--- src/rtl/assert_macros.svh ---
// Assertion macros used by the RTL.
`ifndef ASSERT_MACROS_SVH
`define ASSERT_MACROS_SVH

`ifndef NO_ASSERTIONS
`define AST_IMPLY(label, clk, rst_n, cond, expr, msg) \
  label: assert property (@(posedge clk) disable iff (!rst_n) (cond) |-> (expr)) \
    else $error(msg);
`define AST_NEXT(label, clk, rst_n, cond, expr, msg) \
  label: assert property (@(posedge clk) disable iff (!rst_n) (cond) |=> (expr)) \
    else $error(msg);
`else
`define AST_IMPLY(label, clk, rst_n, cond, expr, msg)
`define AST_NEXT(label, clk, rst_n, cond, expr, msg)
`endif

`endif

--- src/rtl/scrd_pkg.sv ---
`timescale 1ns / 1ps
package scrd_pkg;

  localparam int unsigned DefMaxPixels = 64000;
  localparam int unsigned DefQueueDepth = 2;

  // stream formats
  localparam logic [1:0] FMT_NIBBLE = 2'd0;
  localparam logic [1:0] FMT_RUN3   = 2'd1;
  localparam logic [1:0] FMT_OPCODE = 2'd2;

  // two-bit opcodes of the opcode format
  localparam logic [1:0] OP_LITERAL = 2'b00;
  localparam logic [1:0] OP_NOP     = 2'b01;
  localparam logic [1:0] OP_FILL    = 2'b10;
  localparam logic [1:0] OP_SKIP    = 2'b11;

  // configuration register indexes
  localparam logic [1:0] CFG_FORMAT      = 2'd0;
  localparam logic [1:0] CFG_PIXEL_COUNT = 2'd1;
  localparam logic [1:0] CFG_CLEAR_KEY   = 2'd2;

  // one run of identical pixels, produced by one input byte
  typedef struct packed {
    logic [7:0]  color;
    logic [15:0] start;
    logic [5:0]  count;    // never zero
    logic        cel_end;  // last pixel of this run is the last of the cel
  } run_cmd_t;

endpackage

--- src/rtl/sprite_cel_rle_decoder.sv ---
`timescale 1ns / 1ps
// Each byte's run is written into the run queue, and its pixels leave from the output register.
// Throughput: one pixel per clock while out_ready is high; a run holds the pixel stage
//   until its last pixel is taken, and the input stalls once the run queue is full
//   (QUEUE_DEPTH entries). Bytes with no pixels are taken one per clock while it has room.
// Reset (synchronous, active low): format 2, pixel_count 0, clear_key 0, position 0,
//   control phase, run queue and output register emptied.
`include "assert_macros.svh"
module sprite_cel_rle_decoder #(
  parameter int unsigned MAX_PIXELS  = scrd_pkg::DefMaxPixels,
  parameter int unsigned QUEUE_DEPTH = scrd_pkg::DefQueueDepth
) (
  input  logic        clk,
  input  logic        rst_n,
  input  logic        cfg_we,
  input  logic [1:0]  cfg_index,
  input  logic [15:0] cfg_wdata,
  input  logic        in_valid,
  output logic        in_ready,
  input  logic [7:0]  in_code_byte,
  input  logic        in_cel_start,
  output logic        out_valid,
  input  logic        out_ready,
  output logic [7:0]  out_pixel,
  output logic [15:0] out_pixel_index,
  output logic        out_run_last,
  output logic        out_cel_done
);
  import scrd_pkg::*;

  localparam logic [15:0] MaxPix = 16'(MAX_PIXELS);

  logic [1:0]  format_r;
  logic [15:0] pixel_count_r;
  logic [7:0]  clear_key_r;
  logic [15:0] limit;

  logic        q_push, q_pop, q_full, q_empty;
  run_cmd_t    q_cmd, q_head;

  always_ff @(posedge clk) begin
    if (!rst_n) begin
      format_r      <= FMT_OPCODE;
      pixel_count_r <= '0;
      clear_key_r   <= '0;
    end else if (cfg_we) begin
      case (cfg_index)
        CFG_FORMAT:      format_r      <= cfg_wdata[1:0];
        CFG_PIXEL_COUNT: pixel_count_r <= cfg_wdata;
        CFG_CLEAR_KEY:   clear_key_r   <= cfg_wdata[7:0];
        default: begin
        end
      endcase
    end
  end

  assign limit = (pixel_count_r < MaxPix) ? pixel_count_r : MaxPix;

  scrd_front u_front (
    .clk          (clk),
    .rst_n        (rst_n),
    .fmt          (format_r),
    .limit        (limit),
    .clear_key    (clear_key_r),
    .in_valid     (in_valid),
    .in_ready     (in_ready),
    .in_code_byte (in_code_byte),
    .in_cel_start (in_cel_start),
    .q_full       (q_full),
    .q_push       (q_push),
    .q_cmd        (q_cmd)
  );

  scrd_fifo #(
    .DEPTH (QUEUE_DEPTH)
  ) u_fifo (
    .clk      (clk),
    .rst_n    (rst_n),
    .push     (q_push),
    .push_cmd (q_cmd),
    .pop      (q_pop),
    .head_cmd (q_head),
    .full     (q_full),
    .empty    (q_empty)
  );

  scrd_back u_back (
    .clk             (clk),
    .rst_n           (rst_n),
    .q_empty         (q_empty),
    .q_head          (q_head),
    .q_pop           (q_pop),
    .out_valid       (out_valid),
    .out_ready       (out_ready),
    .out_pixel       (out_pixel),
    .out_pixel_index (out_pixel_index),
    .out_run_last    (out_run_last),
    .out_cel_done    (out_cel_done)
  );

  `AST_IMPLY(a_push_not_full, clk, rst_n, q_push, !q_full, "run pushed into full queue")
  `AST_IMPLY(a_head_count, clk, rst_n, !q_empty, q_head.count != 6'd0, "queued run is empty")
  `AST_IMPLY(a_done_is_last, clk, rst_n, out_valid && out_cel_done, out_run_last, "cel end inside a run")
  `AST_IMPLY(a_done_index, clk, rst_n, out_valid && out_cel_done, out_pixel_index + 16'd1 == limit, "cel end at wrong index")

endmodule

--- src/rtl/scrd_front.sv ---
`timescale 1ns / 1ps
module scrd_front (
  input  logic               clk,
  input  logic               rst_n,
  input  logic [1:0]         fmt,
  input  logic [15:0]        limit,
  input  logic [7:0]         clear_key,
  input  logic               in_valid,
  output logic               in_ready,
  input  logic [7:0]         in_code_byte,
  input  logic               in_cel_start,
  input  logic               q_full,
  output logic               q_push,
  output scrd_pkg::run_cmd_t q_cmd
);
  import scrd_pkg::*;

  typedef enum logic [1:0] {
    PH_CONTROL,
    PH_LITERAL,
    PH_FILL
  } phase_t;

  phase_t      phase_r, phase_nxt, phase_eff;
  logic [5:0]  run_left_r, run_left_nxt, left_eff, left_dec;
  logic [15:0] position_r, position_nxt, pos_eff, avail;
  logic [5:0]  len, n;
  logic [7:0]  color;
  logic        accept, active;

  assign in_ready = !q_full;
  assign accept   = in_valid && in_ready;

  always_comb begin
    pos_eff   = in_cel_start ? '0 : position_r;
    phase_eff = in_cel_start ? PH_CONTROL : phase_r;
    left_eff  = in_cel_start ? '0 : run_left_r;
    left_dec  = left_eff - 6'd1;
    active    = pos_eff < limit;
    avail     = limit - pos_eff;

    len          = '0;
    color        = in_code_byte;
    phase_nxt    = PH_CONTROL;
    run_left_nxt = '0;

    case (fmt)
      FMT_NIBBLE: begin
        len   = {2'b00, in_code_byte[7:4]};
        color = {4'h0, in_code_byte[3:0]};
      end
      FMT_RUN3: begin
        if (in_code_byte[2:0] != 3'd0) begin
          len   = {3'b000, in_code_byte[2:0]};
          color = {3'b000, in_code_byte[7:3]};
        end else begin
          len   = {1'b0, in_code_byte[7:3]};
          color = clear_key;
        end
      end
      default: begin
        case (phase_eff)
          PH_LITERAL: begin
            len          = 6'd1;
            run_left_nxt = left_dec;
            phase_nxt    = (left_dec == 6'd0) ? PH_CONTROL : PH_LITERAL;
          end
          PH_FILL: begin
            len = left_eff;
          end
          default: begin
            case (in_code_byte[7:6])
              OP_LITERAL: begin
                if (in_code_byte[5:0] != 6'd0) begin
                  phase_nxt    = PH_LITERAL;
                  run_left_nxt = in_code_byte[5:0];
                end
              end
              OP_FILL: begin
                phase_nxt    = PH_FILL;
                run_left_nxt = in_code_byte[5:0];
              end
              OP_SKIP: begin
                len   = in_code_byte[5:0];
                color = clear_key;
              end
              OP_NOP: begin
              end
              default: begin
              end
            endcase
          end
        endcase
      end
    endcase

    // cut the run at the end of the cel
    n            = (avail < {10'd0, len}) ? avail[5:0] : len;
    position_nxt = pos_eff + {10'd0, n};

    q_push        = accept && active && (n != 6'd0);
    q_cmd.color   = color;
    q_cmd.start   = pos_eff;
    q_cmd.count   = n;
    q_cmd.cel_end = (position_nxt == limit);
  end

  always_ff @(posedge clk) begin
    if (!rst_n) begin
      phase_r    <= PH_CONTROL;
      run_left_r <= '0;
      position_r <= '0;
    end else if (accept) begin
      if (active) begin
        phase_r    <= phase_nxt;
        run_left_r <= run_left_nxt;
        position_r <= position_nxt;
      end else begin
        // finished cel: only a cel start changes anything
        phase_r    <= phase_eff;
        run_left_r <= left_eff;
        position_r <= pos_eff;
      end
    end
  end

endmodule

--- src/rtl/scrd_fifo.sv ---
`timescale 1ns / 1ps
module scrd_fifo #(
  parameter int unsigned DEPTH = scrd_pkg::DefQueueDepth
) (
  input  logic               clk,
  input  logic               rst_n,
  input  logic               push,
  input  scrd_pkg::run_cmd_t push_cmd,
  input  logic               pop,
  output scrd_pkg::run_cmd_t head_cmd,
  output logic               full,
  output logic               empty
);
  import scrd_pkg::*;

  localparam int unsigned AW = (DEPTH > 1) ? $clog2(DEPTH) : 1;
  localparam int unsigned CW = $clog2(DEPTH + 1);

  run_cmd_t        slots_r [DEPTH];
  logic [AW-1:0]   wr_ptr_r, rd_ptr_r;
  logic [CW-1:0]   count_r;
  logic            do_push, do_pop;

  assign full     = (count_r == CW'(DEPTH));
  assign empty    = (count_r == '0);
  assign do_push  = push && !full;
  assign do_pop   = pop && !empty;
  assign head_cmd = slots_r[rd_ptr_r];

  function automatic logic [AW-1:0] ptr_inc(input logic [AW-1:0] p);
    ptr_inc = (p == AW'(DEPTH - 1)) ? '0 : p + AW'(1);
  endfunction

  always_ff @(posedge clk) begin
    if (do_push) begin
      slots_r[wr_ptr_r] <= push_cmd;
    end
  end

  always_ff @(posedge clk) begin
    if (!rst_n) begin
      wr_ptr_r <= '0;
      rd_ptr_r <= '0;
      count_r  <= '0;
    end else begin
      if (do_push) begin
        wr_ptr_r <= ptr_inc(wr_ptr_r);
      end
      if (do_pop) begin
        rd_ptr_r <= ptr_inc(rd_ptr_r);
      end
      if (do_push && !do_pop) begin
        count_r <= count_r + CW'(1);
      end else if (do_pop && !do_push) begin
        count_r <= count_r - CW'(1);
      end
    end
  end

endmodule

--- src/rtl/scrd_back.sv ---
`timescale 1ns / 1ps
module scrd_back (
  input  logic               clk,
  input  logic               rst_n,
  input  logic               q_empty,
  input  scrd_pkg::run_cmd_t q_head,
  output logic               q_pop,
  output logic               out_valid,
  input  logic               out_ready,
  output logic [7:0]         out_pixel,
  output logic [15:0]        out_pixel_index,
  output logic               out_run_last,
  output logic               out_cel_done
);
  import scrd_pkg::*;

  logic [5:0]  k_r;
  logic        out_valid_r;
  logic [7:0]  pixel_r;
  logic [15:0] index_r;
  logic        run_last_r, cel_done_r;
  logic        advance, fire, last;

  assign advance = !out_valid_r || out_ready;
  assign fire    = advance && !q_empty;
  assign last    = (k_r + 6'd1 == q_head.count);
  assign q_pop   = fire && last;

  assign out_valid       = out_valid_r;
  assign out_pixel       = pixel_r;
  assign out_pixel_index = index_r;
  assign out_run_last    = run_last_r;
  assign out_cel_done    = cel_done_r;

  always_ff @(posedge clk) begin
    if (!rst_n) begin
      k_r         <= '0;
      out_valid_r <= 1'b0;
    end else begin
      if (fire) begin
        k_r         <= last ? '0 : k_r + 6'd1;
        out_valid_r <= 1'b1;
      end else if (out_ready) begin
        out_valid_r <= 1'b0;
      end
    end
  end

  // payload loads each time a pixel of the head run is issued
  always_ff @(posedge clk) begin
    if (fire) begin
      pixel_r    <= q_head.color;
      index_r    <= q_head.start + {10'd0, k_r};
      run_last_r <= last;
      cel_done_r <= last && q_head.cel_end;
    end
  end

endmodule

--- config.mk ---
export PLATFORM = sky130hd
export DESIGN_NAME = sprite_cel_rle_decoder
export DESIGN_NICKNAME = d
export VERILOG_FILES = /design/src/rtl/scrd_pkg.sv /design/src/rtl/sprite_cel_rle_decoder.sv /design/src/rtl/scrd_front.sv /design/src/rtl/scrd_fifo.sv /design/src/rtl/scrd_back.sv
export VERILOG_INCLUDE_DIRS = /design/src /design/src/rtl
export SDC_FILE = /design/constraint.sdc
export NUM_CORES = 1
export LEC_CHECK = 0
export ABC_AREA = 1
export BUFFER_PORTS_ARGS = -buffer_cell sky130_fd_sc_hd__buf_2
export CORE_MARGIN = 1
export CORE_UTILIZATION = 50
export CTS_CLUSTER_SIZE = 30
export DETAILED_ROUTE_END_ITERATION = 7
export PLACE_DENSITY = 0.68
export SYNTH_ARGS = -nofsm -noshare
export SYNTH_HDL_FRONTEND = slang
export SYNTH_HIERARCHICAL = 1
export SYNTH_SLANG_ARGS = --single-unit
--- constraint.sdc ---
create_clock -name clk -period 5.2 [get_ports clk]
set_clock_uncertainty 0.1 [all_clocks]
set_input_delay 0.78 -clock clk [delete_from_list [all_inputs] [get_ports clk]]
set_output_delay 0.78 -clock clk [all_outputs]
set_load 0.1 [all_outputs]
# After elaboration in Yosys (flattened, before gate mapping)
# Memory sizes are Yosys's and may differ from the RTL's. A register that Yosys moved wholly into a read port is not among the register bits.
# Index checks and enable logic that the tools add are counted.
[word_totals]
input_bits = 32
regBits = 87
out_inout_bits = 28
n_memories = 1
ram_bits = 62
elab_cells = 105
[op_classes]
n_lt_le_gt_ge = 3
eq_ne = 10
add_sub_neg = 9
muxes = 36
n_reduce_logical = 31
[mem_list]
columns = ["memory", "depth", "word_bits", "read_ports", "rd_ports_with_merged_regs", "write_ports", "line_no", "rtl"]
rows = [
  ["u_fifo.slots_r", 2, 31, 1, 1, 1, "scrd_fifo.sv:19", "run_cmd_t slots_r [DEPTH];"],
]
[op_table]
columns = ["cell", "n"]
rows = [
  ["2-to-1 mux 16 bit", 3],
  ["case mux 6 bit (2 select lines)", 4],
  ["2-to-1 mux 6 bit", 7],
  ["adder 16 x 6 -> 16 bit", 2],
  ["2-to-1 mux 8 bit", 3],
  ["== test 16 bit", 1],
  ["< comparator 16 bit", 1],
  ["< comparator 16 bit (second input constant)", 1],
  ["< comparator 16 x 6 -> 1 bit", 1],
  ["case mux 8 bit (2 select lines)", 1],
  ["subtractor 16 bit", 1],
  ["nonzero test 6 bit", 2],
  ["== test 2 bit (second input constant)", 5],
  ["logical AND 1 bit", 10],
  ["2-to-1 mux 1 bit", 10],
  ["2-to-1 mux 2 bit", 5],
  ["logical NOT 2 bit", 4],
  ["case mux 2 bit (2 select lines)", 2],
  ["adder 6 x 1 -> 6 bit (second input constant)", 1],
  ["== test 2 x 1 -> 1 bit (second input constant)", 3],
  ["== test 6 bit", 1],
  ["logical NOT 6 bit", 1],
  ["AND reduction 2 bit", 3],
  ["subtractor 6 x 1 -> 6 bit (second input constant)", 1],
  ["other kinds (9)", 16],
]

# Logic depth before layout (Yosys ltp)
[depth]
depth_word = 13
mapped_depth = 36
ltp_nobuf = 35

# Hierarchy
# Netlist, hierarchy kept.
[modules_own_cells]
columns = ["module", "area_each_um2", "cells_each", "n_inst", "seq_area_each_um2"]
rows = [
  ["scrd_front", 4169.0, 733, 1, 480.5],
  ["scrd_fifo", 2497.4, 134, 1, 1961.9],
  ["scrd_back", 1747.9, 181, 1, 920.9],
  ["sprite_cel_rle_decoder", 1222.4, 191, 1, 520.5],
]

# Worst setup path after synthesis
# Ideal clock, no wire load.
[synth_path]
path_kind = "input -> register"
startpoint = "input port in_cel_start"
endpoint = "memory u_fifo/slots_r[1][0] in the netlist's numbering (enable)"
arrival_time_ns = 4.778
stages = 21
t_required_ns = 4.681
slack_ns = -0.097
n_path_buf = 1
cell_sequence = "buf_2 -> nor2_1 -> inv_1 -> ha_1 -> nand2_1 -> nor2_1 -> nand2_1 -> nand3_2 -> xor2_1 -> ha_1 -> a21oi_1 -> nand2_1 -> nor2_1 -> nand3_1 -> nor2_2 -> nand3_4 -> o21ai_4 -> nor2_2 -> a21oi_2 -> o21ai_2 -> nor2_1"
[synth_rtl]
columns = ["item", "line_no", "rtl"]
rows = [
  ["start: declaration", "sprite_cel_rle_decoder.sv:21", "input logic in_cel_start,"],
  ["end: declaration", "scrd_fifo.sv:19", ""],
]

==> impl_results.rst <==
.. list-table::
   :header-rows: 1

   * - Metric
     - Value
   * - Result of the run
     - finished, final reports clean
   * - Power per cell area
     - 509 nW/um^2
   * - DRC marker count from the first detailed-route iteration
     - 625
   * - Synthesized Nets
     - 1315
   * - Post-route insts no fill
     - 1620
   * - Die outline height
     - 141 um
   * - Setup CP Type
     - reg2reg
   * - Ant diodes
     - 0
   * - Instance count of the mapped netlist
     - 1239
   * - Clock tree from TritonCTS
     - done
   * - Maximum fanout count along the critical path
     - 5
   * - Type of origin of the critical path
     - flip-flop
   * - Core area
     - 18800 sq um
   * - Via count normalized by instance count
     - 5.27
   * - Port buffer count
     - 59
   * - Internal power of the cells
     - 3.23 mW
   * - Flops & latches, synth
     - 150
   * - Layout cell share with drive strength beyond 1
     - 24.1%
   * - Count of antenna-violating nets left after detailed routing
     - 0
   * - CP peak stage delay
     - 0.41 ns
   * - Number of vias after detailed routing
     - 8533
   * - Startpoint of the most critical setup path
     - pixel_count_r[14]$_SDFFE_PN0P_
   * - Combined global-route utilization of all metal layers
     - 25.5%
   * - Critical R2R Launch
     - pixel_count_r[14]$_SDFFE_PN0P_
   * - Maximum root-to-sink buffer count
     - 2
   * - Leakage dissipation
     - 5.38 nW
   * - Post-route total power
     - 5.92 mW
   * - Mean instance size in the synthesized netlist
     - 7.78 sq um
   * - Yosys warning total
     - 6
   * - Placer Congestion
     - 0.944
   * - Minimum setup slack in the final design
     - 0.213 ns
   * - Power spent charging and discharging nets
     - 2.70 mW
   * - CTS Root Cell
     - sky130_fd_sc_hd__clkbuf_16
   * - Detailed-placement wirelength estimate
     - 18400 um
   * - Number of clock buffers inserted by TritonCTS
     - 17
   * - Setup slack on the worst flop-to-flop path
     - 0.21 ns
   * - # hold bufs at CTS
     - 0
   * - Initial standard-cell utilization of the core
     - 51.3%
   * - Share of power burned in the clock network
     - 21.3%
   * - Std cell rows
     - 50
   * - Most frequently used flop master after synthesis
     - sky130_fd_sc_hd__edfxtp_1
   * - Final-layout worst hold slack
     - 0.366 ns
   * - Number of nets in the finished design
     - 1449
   * - Final clock period utilization by the worst path
     - 95.9%
   * - Cell total after placement
     - 1575
   * - DR WL/cell
     - 15.3 um
   * - Library cell appearing most often on the critical path
     - sky130_fd_sc_hd__nor2_1
   * - DP Area
     - 10700 sq um
   * - CP required
     - 5.38 ns
   * - Post-synthesis to final-layout area growth
     - 20.8%
   * - Worst Path Arrival
     - 5.16 ns
   * - Relative contribution of sequential cells to total power
     - 29.4%
   * - Worst skew pair latency
     - 0.43 ns
   * - Setup slack after placement
     - -0.0549 ns
   * - Slew Limit Headroom
     - 45.5%
   * - Class of the most critical hold timing path
     - reg2reg
   * - Endpoints failing hold
     - 0
   * - Capturing element type of the critical path
     - flip-flop
   * - Max stage delay cell, worst path
     - sky130_fd_sc_hd__fa_2
   * - Source of the worst hold timing path
     - u_front/run_left_r[2]$_SDFFE_PN0P_
   * - Number of global-route vias before repair
     - 7668
   * - Die Span X
     - 141 um
   * - Die footprint
     - 19800 sq um
   * - IO Pins
     - 60
   * - Count of unresolved DRC violations after routing
     - 0
   * - Async S/R FF share, synth
     - 0%
   * - Final Routed Wirelength
     - 24800 um
   * - Number of detailed-route iterations in the first pass
     - 5
   * - Clock transition time at the flip-flop clock pins of the worst setup and hold paths
     - 0.07 ns
   * - Relative contribution of combinational cells to total power
     - 49.3%
   * - First-pass GRT wire length
     - 38900 um
   * - Worst voltage drop across the vdd grid
     - 0.000286 V
   * - Number of distinct library cells after synthesis
     - 53
   * - Clock sink count
     - 150
   * - Highest clock frequency the design can meet
     - 201 MHz
   * - Final instance area
     - 11600 sq um
   * - # setup viols final
     - 0
   * - Maximum number of pins on one net before global-route repair
     - 39
   * - Total number of H-tree levels
     - 4
   * - Number of synthesized flops with an enable pin
     - 88
   * - Portion of the post-synthesis area used by sequential elements
     - 40.3%
   * - Max-slew violation count
     - 0
   * - Total of max-cap violations
     - 0
   * - GRT Residual Overflow
     - 0
   * - Netlist area before placement
     - 9640 sq um
   * - Net Sw Frac
     - 45.5%
   * - Number of antenna violations at the first check in global routing
     - 0
   * - Transition at the pin with the smallest max-transition slack
     - 0.817 ns
   * - Shortest period the worst path allows
     - 4.99 ns
-- cells in the final DEF (no fill, tap or decap), drive strengths merged, types with 2 or more instances in the layout --
| cell | netlist | routed |
|---|---|---|
| a221oi | 2 | 2 |
| nand2 | 326 | 326 |
| o22ai | 5 | 5 |
| clkbuf | 15 | 18 |
| xnor2 | 13 | 13 |
| ha | 41 | 41 |
| fa | 3 | 3 |
| a21boi | 3 | 3 |
| o21ai | 41 | 41 |
| clkinv | 3 | 7 |
| bufinv | 0 | 2 |
| o31ai | 4 | 4 |
| nand4 | 19 | 19 |
| nor3 | 5 | 5 |
| nor2 | 144 | 144 |
| o211ai | 22 | 22 |
| nand3 | 75 | 75 |
| a21oi | 70 | 70 |
| buf | 21 | 150 |
| xor2 | 31 | 31 |
| mux2 | 31 | 31 |
| and2 | 3 | 3 |
| edfxtp | 88 | 88 |
| dfxtp | 62 | 62 |
| nor3b | 2 | 2 |
| nand3b | 2 | 2 |
| o221ai | 2 | 2 |
| inv | 196 | 204 |
-- stage by stage --
stage | TNS, ns | utilization, %
final | 0 | 62.0
after floorplan | -5.99 | -
after CTS | 0 | 60.0
after global routing | -0.234 | 62.0
after global placement | 0 | 56.8
after detailed placement | -0.110 | 56.8
-- critical path, delay by kind of cell, from the launching register on --
kind	cells	cell delay [ns]
flip-flops	1	0.31
adder cells (fa/ha/maj)	4	1.27
AO/OA/AOI/OAI	2	0.55
AND/OR/NAND/NOR	16	1.58
buffers and inverters	5	0.48
XOR/XNOR	3	0.51
-- sequential cells by signal, indices dropped and copies added, names as in the netlist, named ones only --
signal                  flops
u_fifo/slots_r             62
pixel_count_r              16
u_back/out_pixel_index     16
u_front/position_r         16
clear_key_r                 8
u_back/out_pixel            8
u_back/k_r                  6
u_front/run_left_r          6
format_r                    2
u_fifo/count_r              2
u_front/phase_r             2
u_back/out_cel_done         1
u_back/out_run_last         1
u_back/out_valid            1
u_fifo/rd_ptr_r             1
u_fifo/wr_ptr_r             1
-- routing by layer --
| metal | global-route usage, % | routed length, um |
|---|---|---|
| met1 | 33.9 | 11200 |
| met2 | 42.1 | 11700 |
| met3 | 4.14 | 1380 |
| met5 | 0 | 0 |
| met4 | 8.81 | 554 |
-- synth_stat cells, types with 16 or more instances --
| cell type | instances | area, sq um |
|---|---|---|
| sky130_fd_sc_hd__nand2_1 | 304 | 1140 |
| sky130_fd_sc_hd__dfxtp_1 | 62 | 1240 |
| sky130_fd_sc_hd__nand2_2 | 21 | 131 |
| sky130_fd_sc_hd__xor2_1 | 29 | 254 |
| sky130_fd_sc_hd__o21ai_0 | 38 | 190 |
| sky130_fd_sc_hd__a21oi_1 | 68 | 340 |
| sky130_fd_sc_hd__mux2_2 | 31 | 349 |
| sky130_fd_sc_hd__nor2_1 | 126 | 473 |
| sky130_fd_sc_hd__edfxtp_1 | 88 | 2640 |
| sky130_fd_sc_hd__ha_1 | 41 | 513 |
| sky130_fd_sc_hd__inv_1 | 186 | 698 |
| sky130_fd_sc_hd__nand3_1 | 68 | 340 |
| sky130_fd_sc_hd__nand4_1 | 19 | 119 |
| sky130_fd_sc_hd__nor2_2 | 16 | 100 |
| sky130_fd_sc_hd__o211ai_1 | 22 | 165 |
-- layout make-up --
type | instances | area, sq um
Tap cell | 234 | 293
Clock inverter | 15 | 183
Multi-Input combinational cell | 854 | 5090
Fill cell | 1644 | 7120
Clock buffer | 17 | 425
Inverter | 199 | 747
Sequential cell | 150 | 3890
Timing Repair Buffer | 151 | 1020
-- logic make-up (layout without fill, tap and decap cells) --
kind of cell               after synthesis  in the layout  synth area share (%)
and+or+nand+nor                        578            578                  26.2
buffers and inverters                  235            382                  9.91
AOI/OAI and AO/OA                      155            155                  9.49
DFF                                    150            150                  40.3
xor gates and xnor gates                45             45                  4.39
adders and majority gates               44             44                  5.95
muxes                                   32             32                  3.73
-- power by group through the flow --
stage	Clock, mW	Sequential, mW	Combinational [mW]
after floorplan	0	2.38	1.49
after global placement	0	1.75	2.77
after detailed placement	0	1.76	2.79
after CTS	1.28	1.74	2.81
after global routing	1.32	1.77	3.18
final	1.26	1.74	2.92
-- path summary, 6_finish.rpt --
| path | cells past startpoint | to |
|---|---|---|
| max | 30 | u_fifo/slots_r[0][0]$_DFFE_PP_ |
| min | 2 | u_front/run_left_r[2]$_SDFFE_PN0P_ |
| max reg2reg | 30 | u_fifo/slots_r[0][0]$_DFFE_PP_ |
| min reg2reg | 2 | u_front/run_left_r[2]$_SDFFE_PN0P_ |
-- timing repair --
action / 4_1_cts / 5_1_grt
resized for setup: 0 / 70
endpoints found under the setup margin: 0 / 11
buffers inserted: 0 / 11
Power figures use the tool's default switching activity.
